`config.mk`:
```
export PLATFORM = sky130hd
export DESIGN_NAME = fixed_block_pool_allocator
export DESIGN_NICKNAME = d
export VERILOG_FILES = /design/src/rtl/fbpa_pkg.sv /design/src/rtl/fixed_block_pool_allocator.sv /design/src/rtl/fbpa_free_dec.sv /design/src/rtl/fbpa_pool_store.sv
export SDC_FILE = /design/constraint.sdc
export NUM_CORES = 1
export LEC_CHECK = 0
export ABC_AREA = 1
export BUFFER_PORTS_ARGS = -buffer_cell sky130_fd_sc_hd__clkbuf_2
export CAP_MARGIN = 20
export CORE_AREA = 2 2 197 199
export CTS_CLUSTER_SIZE = 30
export DETAILED_ROUTE_END_ITERATION = 10
export DIE_AREA = 0 0 199 201
export PLACE_DENSITY = 0.8
export SYNTH_ARGS = -nofsm -noshare
export SYNTH_HDL_FRONTEND = slang
export SYNTH_HIERARCHICAL = 1
export SYNTH_SLANG_ARGS = --single-unit
```
`constraint.sdc`:
```
create_clock -name clk -period 9.3 [get_ports clk]
set_input_delay 0 -clock clk [delete_from_list [all_inputs] [get_ports clk]]
set_output_delay 0 -clock clk [all_outputs]
set_load 0.1 [all_outputs]
```
`src/rtl/fbpa_pkg.sv`:
```
// Shared types and constants of the fixed block pool allocator.
`timescale 1ns / 1ps
`default_nettype none

package fbpa_pkg;

	// Block sizes in bytes of the small, mid and large pools.
	localparam int SMALL_BYTES = 32;
	localparam int MID_BYTES   = 48;
	localparam int LARGE_BYTES = 64;

	// Default pool geometry.
	localparam int DEF_SMALL_BLOCKS = 16;
	localparam int DEF_MID_BLOCKS   = 8;
	localparam int DEF_LARGE_BLOCKS = 4;
	localparam int DEF_HEADER_BYTES = 8;

	// Offset inside one pool area stays below 64 blocks of 64 bytes.
	localparam int REL_W = 12;
	// Block index inside one pool stays below 64.
	localparam int LOC_W = 6;

	localparam logic OP_ALLOC = 1'b0;
	localparam logic OP_FREE  = 1'b1;

	typedef enum logic [1:0] {
		POOL_SMALL,
		POOL_MID,
		POOL_LARGE
	} pool_t;

	typedef enum logic [1:0] {
		ST_OK,
		ST_EMPTY,
		ST_TOO_LARGE,
		ST_BAD_ADDR
	} status_t;

	typedef struct packed {
		logic        op;
		logic [15:0] req_size;
		logic [31:0] free_addr;
	} item_t;

	typedef struct packed {
		logic [31:0] block_addr;
		status_t     status;
	} result_t;

	// Free list update command.
	typedef struct packed {
		logic  pop;
		logic  push;
		pool_t pool;
	} upd_t;

	// Decoded free address.
	typedef struct packed {
		logic  hit;
		pool_t pool;
	} fdec_t;

endpackage

`default_nettype wire

```
`src/rtl/fixed_block_pool_allocator.sv`:
```
// Top level of the fixed block pool allocator.
// Timing: an accepted request is held in the input register, and its result and
// result strobe are registered in the result register.
// Throughput: one request per cycle; busy stays low, the free lists sit in flops
// so the head read, link read and head write all happen in the same cycle.
// Reset: asynchronous, active low; every pool's free list is rebuilt at once.
// The result strobe lasts one cycle and cannot be stalled by the receiver.
`timescale 1ns / 1ps
`default_nettype none

module fixed_block_pool_allocator
	import fbpa_pkg::*;
#(
	parameter int POOL_SMALL_BLOCKS = DEF_SMALL_BLOCKS,
	parameter int POOL_MID_BLOCKS   = DEF_MID_BLOCKS,
	parameter int POOL_LARGE_BLOCKS = DEF_LARGE_BLOCKS,
	parameter int HEADER_BYTES      = DEF_HEADER_BYTES
) (
	input  wire logic        clk,
	input  wire logic        arst_n,
	input  wire logic        start,
	output logic             busy,
	input  wire item_t       item,
	output logic             result_valid,
	output result_t          result,
	input  wire logic        cfg_we,
	input  wire logic [31:0] cfg_wdata
);

	localparam int TOTAL       = POOL_SMALL_BLOCKS + POOL_MID_BLOCKS + POOL_LARGE_BLOCKS;
	localparam int IW          = $clog2(TOTAL + 1);
	localparam int MID_FIRST   = POOL_SMALL_BLOCKS;
	localparam int LARGE_FIRST = POOL_SMALL_BLOCKS + POOL_MID_BLOCKS;
	localparam int MID_OFF     = POOL_SMALL_BLOCKS * SMALL_BYTES;
	localparam int LARGE_OFF   = MID_OFF + POOL_MID_BLOCKS * MID_BYTES;

	logic [31:0]   area_base_q;
	logic          valid_s1;
	item_t         item_s1;
	logic          result_valid_q;
	result_t       result_q;

	logic          fit;
	pool_t         alloc_pool;
	fdec_t         dec;
	logic [IW-1:0] free_idx;
	upd_t          upd;
	logic [IW-1:0] head;
	logic          head_ok;
	logic [IW-1:0] pool_first;
	logic [IW-1:0] pool_count;
	logic [31:0]   pool_off;
	logic [31:0]   pool_bytes;
	logic [IW-1:0] loc;
	logic [31:0]   alloc_addr;
	result_t       result_d;

	// Every cycle takes a request; the whole job fits in one stage.
	assign busy = 1'b0;

	always_ff @(posedge clk or negedge arst_n) begin
		if (!arst_n) begin
			area_base_q <= '0;
		end else if (cfg_we) begin
			area_base_q <= cfg_wdata;
		end
	end

	// Input register: capture the accepted request.
	always_ff @(posedge clk or negedge arst_n) begin
		if (!arst_n) begin
			valid_s1 <= 1'b0;
		end else begin
			valid_s1 <= start && !busy;
		end
	end

	always_ff @(posedge clk) begin
		if (start && !busy) begin
			item_s1 <= item;
		end
	end

	// Allocate: pick the first pool whose payload holds the request.
	always_comb begin
		fit        = 1'b1;
		alloc_pool = POOL_SMALL;
		if (item_s1.req_size <= 16'(SMALL_BYTES - HEADER_BYTES)) begin
			alloc_pool = POOL_SMALL;
		end else if (item_s1.req_size <= 16'(MID_BYTES - HEADER_BYTES)) begin
			alloc_pool = POOL_MID;
		end else if (item_s1.req_size <= 16'(LARGE_BYTES - HEADER_BYTES)) begin
			alloc_pool = POOL_LARGE;
		end else begin
			fit = 1'b0;
		end
	end

	// Free: map the payload address back to a block.
	fbpa_free_dec #(
		.POOL_SMALL_BLOCKS(POOL_SMALL_BLOCKS),
		.POOL_MID_BLOCKS  (POOL_MID_BLOCKS),
		.POOL_LARGE_BLOCKS(POOL_LARGE_BLOCKS),
		.HEADER_BYTES     (HEADER_BYTES)
	) u_free_dec (
		.free_addr(item_s1.free_addr),
		.area_base(area_base_q),
		.dec      (dec),
		.idx      (free_idx)
	);

	// Per-pool geometry of the pool being touched.
	always_comb begin
		case (upd.pool)
			POOL_SMALL: begin
				pool_first = '0;
				pool_count = IW'(POOL_SMALL_BLOCKS);
				pool_off   = '0;
				pool_bytes = 32'(SMALL_BYTES);
			end
			POOL_MID: begin
				pool_first = IW'(MID_FIRST);
				pool_count = IW'(POOL_MID_BLOCKS);
				pool_off   = 32'(MID_OFF);
				pool_bytes = 32'(MID_BYTES);
			end
			POOL_LARGE: begin
				pool_first = IW'(LARGE_FIRST);
				pool_count = IW'(POOL_LARGE_BLOCKS);
				pool_off   = 32'(LARGE_OFF);
				pool_bytes = 32'(LARGE_BYTES);
			end
			default: begin
				pool_first = '0;
				pool_count = '0;
				pool_off   = '0;
				pool_bytes = '0;
			end
		endcase
	end

	// A null head (or anything outside the pool) means the pool is empty.
	assign loc     = head - pool_first;
	assign head_ok = (head >= pool_first) && (loc < pool_count);

	always_comb begin
		upd.pool = (item_s1.op == OP_ALLOC) ? alloc_pool : dec.pool;
		upd.pop  = valid_s1 && (item_s1.op == OP_ALLOC) && fit && head_ok;
		upd.push = valid_s1 && (item_s1.op == OP_FREE) && dec.hit;
	end

	fbpa_pool_store #(
		.POOL_SMALL_BLOCKS(POOL_SMALL_BLOCKS),
		.POOL_MID_BLOCKS  (POOL_MID_BLOCKS),
		.POOL_LARGE_BLOCKS(POOL_LARGE_BLOCKS)
	) u_pool_store (
		.clk     (clk),
		.arst_n  (arst_n),
		.upd     (upd),
		.push_idx(free_idx),
		.head    (head)
	);

	// Payload address of the popped block; all sums wrap at 32 bits.
	assign alloc_addr = area_base_q + pool_off + 32'(loc) * pool_bytes + 32'(HEADER_BYTES);

	always_comb begin
		result_d.block_addr = '0;
		result_d.status     = ST_OK;
		if (item_s1.op == OP_ALLOC) begin
			if (!fit) begin
				result_d.status = ST_TOO_LARGE;
			end else if (!head_ok) begin
				result_d.status = ST_EMPTY;
			end else begin
				result_d.block_addr = alloc_addr;
			end
		end else if (!dec.hit) begin
			result_d.status = ST_BAD_ADDR;
		end
	end

	// Result register: one strobe per request, no back pressure.
	always_ff @(posedge clk or negedge arst_n) begin
		if (!arst_n) begin
			result_valid_q <= 1'b0;
		end else begin
			result_valid_q <= valid_s1;
		end
	end

	always_ff @(posedge clk) begin
		if (valid_s1) begin
			result_q <= result_d;
		end
	end

	assign result_valid = result_valid_q;
	assign result       = result_q;

endmodule

`default_nettype wire

```
`src/rtl/fbpa_free_dec.sv`:
```
// Decoder from a freed payload address to its pool and global block index.
`timescale 1ns / 1ps
`default_nettype none

module fbpa_free_dec
	import fbpa_pkg::*;
#(
	parameter int POOL_SMALL_BLOCKS = DEF_SMALL_BLOCKS,
	parameter int POOL_MID_BLOCKS   = DEF_MID_BLOCKS,
	parameter int POOL_LARGE_BLOCKS = DEF_LARGE_BLOCKS,
	parameter int HEADER_BYTES      = DEF_HEADER_BYTES,
	localparam int TOTAL            = POOL_SMALL_BLOCKS + POOL_MID_BLOCKS + POOL_LARGE_BLOCKS,
	localparam int IW               = $clog2(TOTAL + 1)
) (
	input  wire logic [31:0]   free_addr,
	input  wire logic [31:0]   area_base,
	output fdec_t              dec,
	output logic      [IW-1:0] idx
);

	localparam int MID_OFF   = POOL_SMALL_BLOCKS * SMALL_BYTES;
	localparam int LARGE_OFF = MID_OFF + POOL_MID_BLOCKS * MID_BYTES;
	localparam int AREA_END  = LARGE_OFF + POOL_LARGE_BLOCKS * LARGE_BYTES;
	localparam int MID_FIRST   = POOL_SMALL_BLOCKS;
	localparam int LARGE_FIRST = POOL_SMALL_BLOCKS + POOL_MID_BLOCKS;

	logic [31:0]      off;
	logic [31:0]      mid_full;
	logic [31:0]      large_full;
	logic [REL_W-1:0] mid_rel;
	logic [REL_W-1:0] large_rel;
	logic [7:0]       mid_x;
	logic [15:0]      mid_prod;
	logic [7:0]       mid_q;
	logic             mid_aligned;

	assign off        = free_addr - 32'(HEADER_BYTES) - area_base;
	assign mid_full   = off - 32'(MID_OFF);
	assign large_full = off - 32'(LARGE_OFF);
	assign mid_rel    = mid_full[REL_W-1:0];
	assign large_rel  = large_full[REL_W-1:0];

	// Divide by 48: drop four bits, then divide by 3 through a reciprocal.
	assign mid_x       = mid_rel[REL_W-1:4];
	assign mid_prod    = 16'(mid_x) * 16'd171;
	assign mid_q       = 8'(mid_prod >> 9);
	assign mid_aligned = (mid_rel[3:0] == 4'd0) && (mid_x == 8'(mid_q * 8'd3));

	always_comb begin
		dec.hit  = 1'b0;
		dec.pool = POOL_SMALL;
		idx      = '0;
		if (off < 32'(MID_OFF)) begin
			dec.pool = POOL_SMALL;
			dec.hit  = (off[4:0] == 5'd0);
			idx      = IW'(off[5 +: LOC_W]);
		end else if (off < 32'(LARGE_OFF)) begin
			dec.pool = POOL_MID;
			dec.hit  = mid_aligned;
			idx      = IW'(MID_FIRST) + IW'(mid_q[LOC_W-1:0]);
		end else if (off < 32'(AREA_END)) begin
			dec.pool = POOL_LARGE;
			dec.hit  = (large_rel[5:0] == 6'd0);
			idx      = IW'(LARGE_FIRST) + IW'(large_rel[6 +: LOC_W]);
		end
	end

endmodule

`default_nettype wire

```
`src/rtl/fbpa_pool_store.sv`:
```
// Free list heads and next links of the three pools.
`timescale 1ns / 1ps
`default_nettype none

module fbpa_pool_store
	import fbpa_pkg::*;
#(
	parameter int POOL_SMALL_BLOCKS = DEF_SMALL_BLOCKS,
	parameter int POOL_MID_BLOCKS   = DEF_MID_BLOCKS,
	parameter int POOL_LARGE_BLOCKS = DEF_LARGE_BLOCKS,
	localparam int TOTAL            = POOL_SMALL_BLOCKS + POOL_MID_BLOCKS + POOL_LARGE_BLOCKS,
	localparam int IW               = $clog2(TOTAL + 1)
) (
	input  wire logic          clk,
	input  wire logic          arst_n,
	input  wire upd_t          upd,
	input  wire logic [IW-1:0] push_idx,
	output logic      [IW-1:0] head
);

	localparam int AW          = (TOTAL > 1) ? $clog2(TOTAL) : 1;
	localparam int MID_FIRST   = POOL_SMALL_BLOCKS;
	localparam int LARGE_FIRST = POOL_SMALL_BLOCKS + POOL_MID_BLOCKS;
	localparam logic [IW-1:0] NULL_LINK = IW'(TOTAL);

	logic [IW-1:0] head_small_q;
	logic [IW-1:0] head_mid_q;
	logic [IW-1:0] head_large_q;
	logic [IW-1:0] link_q [TOTAL];
	logic [IW-1:0] head_link;

	always_comb begin
		case (upd.pool)
			POOL_SMALL: head = head_small_q;
			POOL_MID:   head = head_mid_q;
			POOL_LARGE: head = head_large_q;
			default:    head = NULL_LINK;
		endcase
	end

	// Only used on a pop, where the head is a valid block.
	assign head_link = link_q[head[AW-1:0]];

	always_ff @(posedge clk or negedge arst_n) begin
		if (!arst_n) begin
			head_small_q <= '0;
			head_mid_q   <= IW'(MID_FIRST);
			head_large_q <= IW'(LARGE_FIRST);
		end else if (upd.pop || upd.push) begin
			case (upd.pool)
				POOL_SMALL: head_small_q <= upd.pop ? head_link : push_idx;
				POOL_MID:   head_mid_q   <= upd.pop ? head_link : push_idx;
				POOL_LARGE: head_large_q <= upd.pop ? head_link : push_idx;
				default: ;
			endcase
		end
	end

	// Reset chains each pool's blocks in order, last block of a pool null.
	always_ff @(posedge clk or negedge arst_n) begin
		if (!arst_n) begin
			for (int g = 0; g < TOTAL; g++) begin
				if (g == MID_FIRST - 1 || g == LARGE_FIRST - 1 || g == TOTAL - 1) begin
					link_q[g] <= NULL_LINK;
				end else begin
					link_q[g] <= IW'(g + 1);
				end
			end
		end else if (upd.pop) begin
			link_q[head[AW-1:0]] <= NULL_LINK;
		end else if (upd.push) begin
			link_q[push_idx[AW-1:0]] <= head;
		end
	end

endmodule

`default_nettype wire
```
==> key figures <==
STA
  – Slew @ Worst Pin: 0.9963 ns
  – Final Max Slew Viols: 0
  – RSZ-0062 raised after global routing: false
  – Fin worst setup slack: 0.6120 ns
  – Number of hold violations in the final report: 0
  – Total negative setup slack: 0 ns
  – Final setup fails: 0
  – Final setup skew: 0.03727 ns
  – Max frequency: 115.1 MHz
  – Final Cycle Share: 93.42%
  – Rel. slew slack: 33.58%
  – Fin crit period: 8.688 ns

Worst setup path
  – Top cell by count, worst path: nand2_1
  – Worst Setup Start Kind: flop
  – Arr. time, crit path: 8.99 ns
  – Crit Path Class: reg -> reg
  – Delay-heaviest family, CP: adder cells
  – Critical Path RT: 9.61 ns
  – Reg2Reg Setup Slack: 0.61 ns
  – CP bufs+invs: 6
  – Max stage delay on crit path: 0.57 ns
  – CP Capture Type: flop
  – Slowest-stage cell, CP: fa_1
  – Crit-path max FO: 9

Yosys
  – Sequential area share after synthesis: 38.42%
  – Synth area leader: nand2_1
  – Syn Inst Count: 2521
  – Ys Warns: 6
  – FFs w/ async S/R, synth: 69.49%
  – EDFF count, synth: 83
  – Post-synth top area share: 15.93%
  – Ranking of synthesized cells by area: nand2_1, dfrtp_1, edfxtp_1
  – Number of synthesized register bits: 272
  – Mapped cell area: 0.01904 mm2
  – Ys flop type: dfrtp_1
  – Yosys cell types: 52
  – Post-synthesis net count: 2775
  – Mean area per synthesized cell: 7.551 um2

CTS
  – Clock sinks: 272
  – Root Driver: clkbuf_16
  – Clock H-tree levels: 2
  – TritonCTS Buffers: 34
  – Clock-pin slew on the worst setup and hold paths: 0.07 ns
  – Deepest clock path buffer count: 3
  – Worst-skew pair later-pin latency: 0.56 ns
  – CTS tree: built

Global route
  – Initial antenna violation count: 5
  – Largest net degree at the start of global routing: 120
  – Vias in the first global route: 18043
  – First-pass GRT wire length: 91120 um
  – Total track usage: 28.60%
  – Total grt overflow: 0

Place
  – DP Worst Slack: 0.1971 ns
  – Placed Area: 0.02020 mm2
  – DP Cell Count: 3122
  – Post-DP HPWL: 37760 um
  – Routability congestion estimate: 0.9831
  – Number of port buffers: 119

Detailed routing
  – Drt initial violations: 1964
  – Post-route ant nets: 0
  – # DRC: 0
  – Vias: 18363
  – Routed WL per cell: 17.23 um
  – Final wirelength: 56410 um
  – Drt first pass iters: 8
  – DR vias/cell: 5.610

Floorplan
  – # IOs: 121
  – Core Area: 0.03811 mm2
  – Initial Util: 49.96%
  – Rows: 72
  – Die area: 0.04000 mm2
  – Chip Height: 201 um
  – Die Wd: 199 um

Power and ir drop
  – Lkg Pwr: 0.01193 uW
  – Pwr per Cell Area: 410.7 mW/mm2
  – Worst vdd ir: 0.9279 mV
  – Power Total: 9141 uW

Status
  – Status: finished clean

Finish
  – Fin area: 0.02226 mm2
  – Layout cell share with drive strength beyond 1: 13.71%
  – Commonest non-fill, non-tap cells in the layout: nand2_1, inv_1, nand3_1
  – Area grow syn2layout: 16.91%
  – Commonest non-fill, non-tap cell in the layout: nand2_1
  – Final Non-Filler Cells: 3273
  – Final-stage net count: 2977

Run
  – Max Cap Viol: 0

Min path
  – Hold Path Class: in -> reg
[area by class of cell]
cell class                      instances  area, um2
Tap cell                              518      648.1
Sequential cell                       272       7315
Fill cell                            3233      15850
Clock inverter                         16      178.9
Inverter                              435       1642
Antenna cell                            6      15.01
Multi-Input combinational cell       1751       9854
Timing Repair Buffer                  229       1648
Clock buffer                           46      955.9
[kinds of logic (layout without fill, tap and decap cells)]
kind of cell	after synthesis	in the layout	synth area share, %
compound gates	267	267	8.078
xor+xnor	31	31	1.466
fa+ha+maj	169	169	12.13
buf+inv	498	726	10.23
flops	272	272	38.42
mux	7	7	0.4141
other cells	1	7	0.01970
simple gates	1276	1276	29.25
[synthesized netlist by cell type, types with 10 or more instances]
master,count
a21oi_1,48
buf_4,10
clkbuf_1,44
dfrtp_1,116
dfstp_2,73
edfxtp_1,83
fa_1,26
ha_1,143
inv_1,416
inv_2,18
nand2_1,808
nand3_1,165
nand4_1,94
nor2_1,126
nor2_2,13
nor3_1,16
nor3_2,11
o21ai_0,97
o22ai_1,84
xor2_1,21
[power by group]
part | total (uW) | internal (uW) | leakage [uW] | switching (uW)
combinational | 6490 | 2400 | 0.00823 | 4090
sequential | 1310 | 1270 | 0.00314 | 33.0
clock | 1340 | 788 | 0.000560 | 555
[state kept, by name, summed over array words and instances, names as in the netlist]
| register | count |
|---|---|
| u_pool_store/head_mid_q | 5 |
| u_pool_store/head_large_q | 5 |
| u_pool_store/head_small_q | 5 |
| item_s1 | 49 |
| area_base_q | 32 |
| valid_s1 | 1 |
| result_valid | 1 |
| result | 34 |
| u_pool_store/link_q | 140 |
[routing by layer]
layer | wire [um] | part of all wire, % | vias to the layer above | global-route usage (%)
met5 | 0 | 0 | - | 0
met4 | 2959 | 5.2 | 0 | 14.26
met3 | 5181 | 9.2 | 250 | 5.511
met2 | 25490 | 45 | 1046 | 45.07
met1 | 22780 | 40 | 8490 | 37.60
li1 | - | - | 8577 | -
[through the flow]
step | hold WS [ns] | utilization (%)
floorplan | -0.2956 | -
global placement | 0.1787 | 53.00
detailed placement | 0.1786 | 53.00
CTS | 0.01484 | 58.13
global route | 0.05899 | 58.40
finish | 0.04201 | 58.41
[path summary, 6_finish.rpt]
check                                                         start                                  endpoint  depth (start not counted)
hold / removal                                                start                        valid_s1$_DFF_PN0_                          2
hold reg to reg            u_pool_store/head_large_q[4]$_DFFE_PN1P_  u_pool_store/head_large_q[4]$_DFFE_PN1P_                          2
setup reg to reg                               item_s1[1]$_DFFE_PP_                  result[33]$_SDFFCE_PP0P_                         41
min in group asynchronous                                    arst_n       u_pool_store/link_q[61]$_DFFE_PN0P_                          2
setup / recovery                               item_s1[1]$_DFFE_PP_                  result[33]$_SDFFCE_PP0P_                         41
max in group asynchronous                                    arst_n                        valid_s1$_DFF_PN0_                          3
[what timing repair did]
item,4_1_cts,5_1_grt
gates resized for setup,0,11
hold buffers,82,0
hold endpoints to repair,154,0
endpoints found under the setup margin,0,155
setup buffers,0,1
No activity file was read; power rests on OpenSTA's default activity.
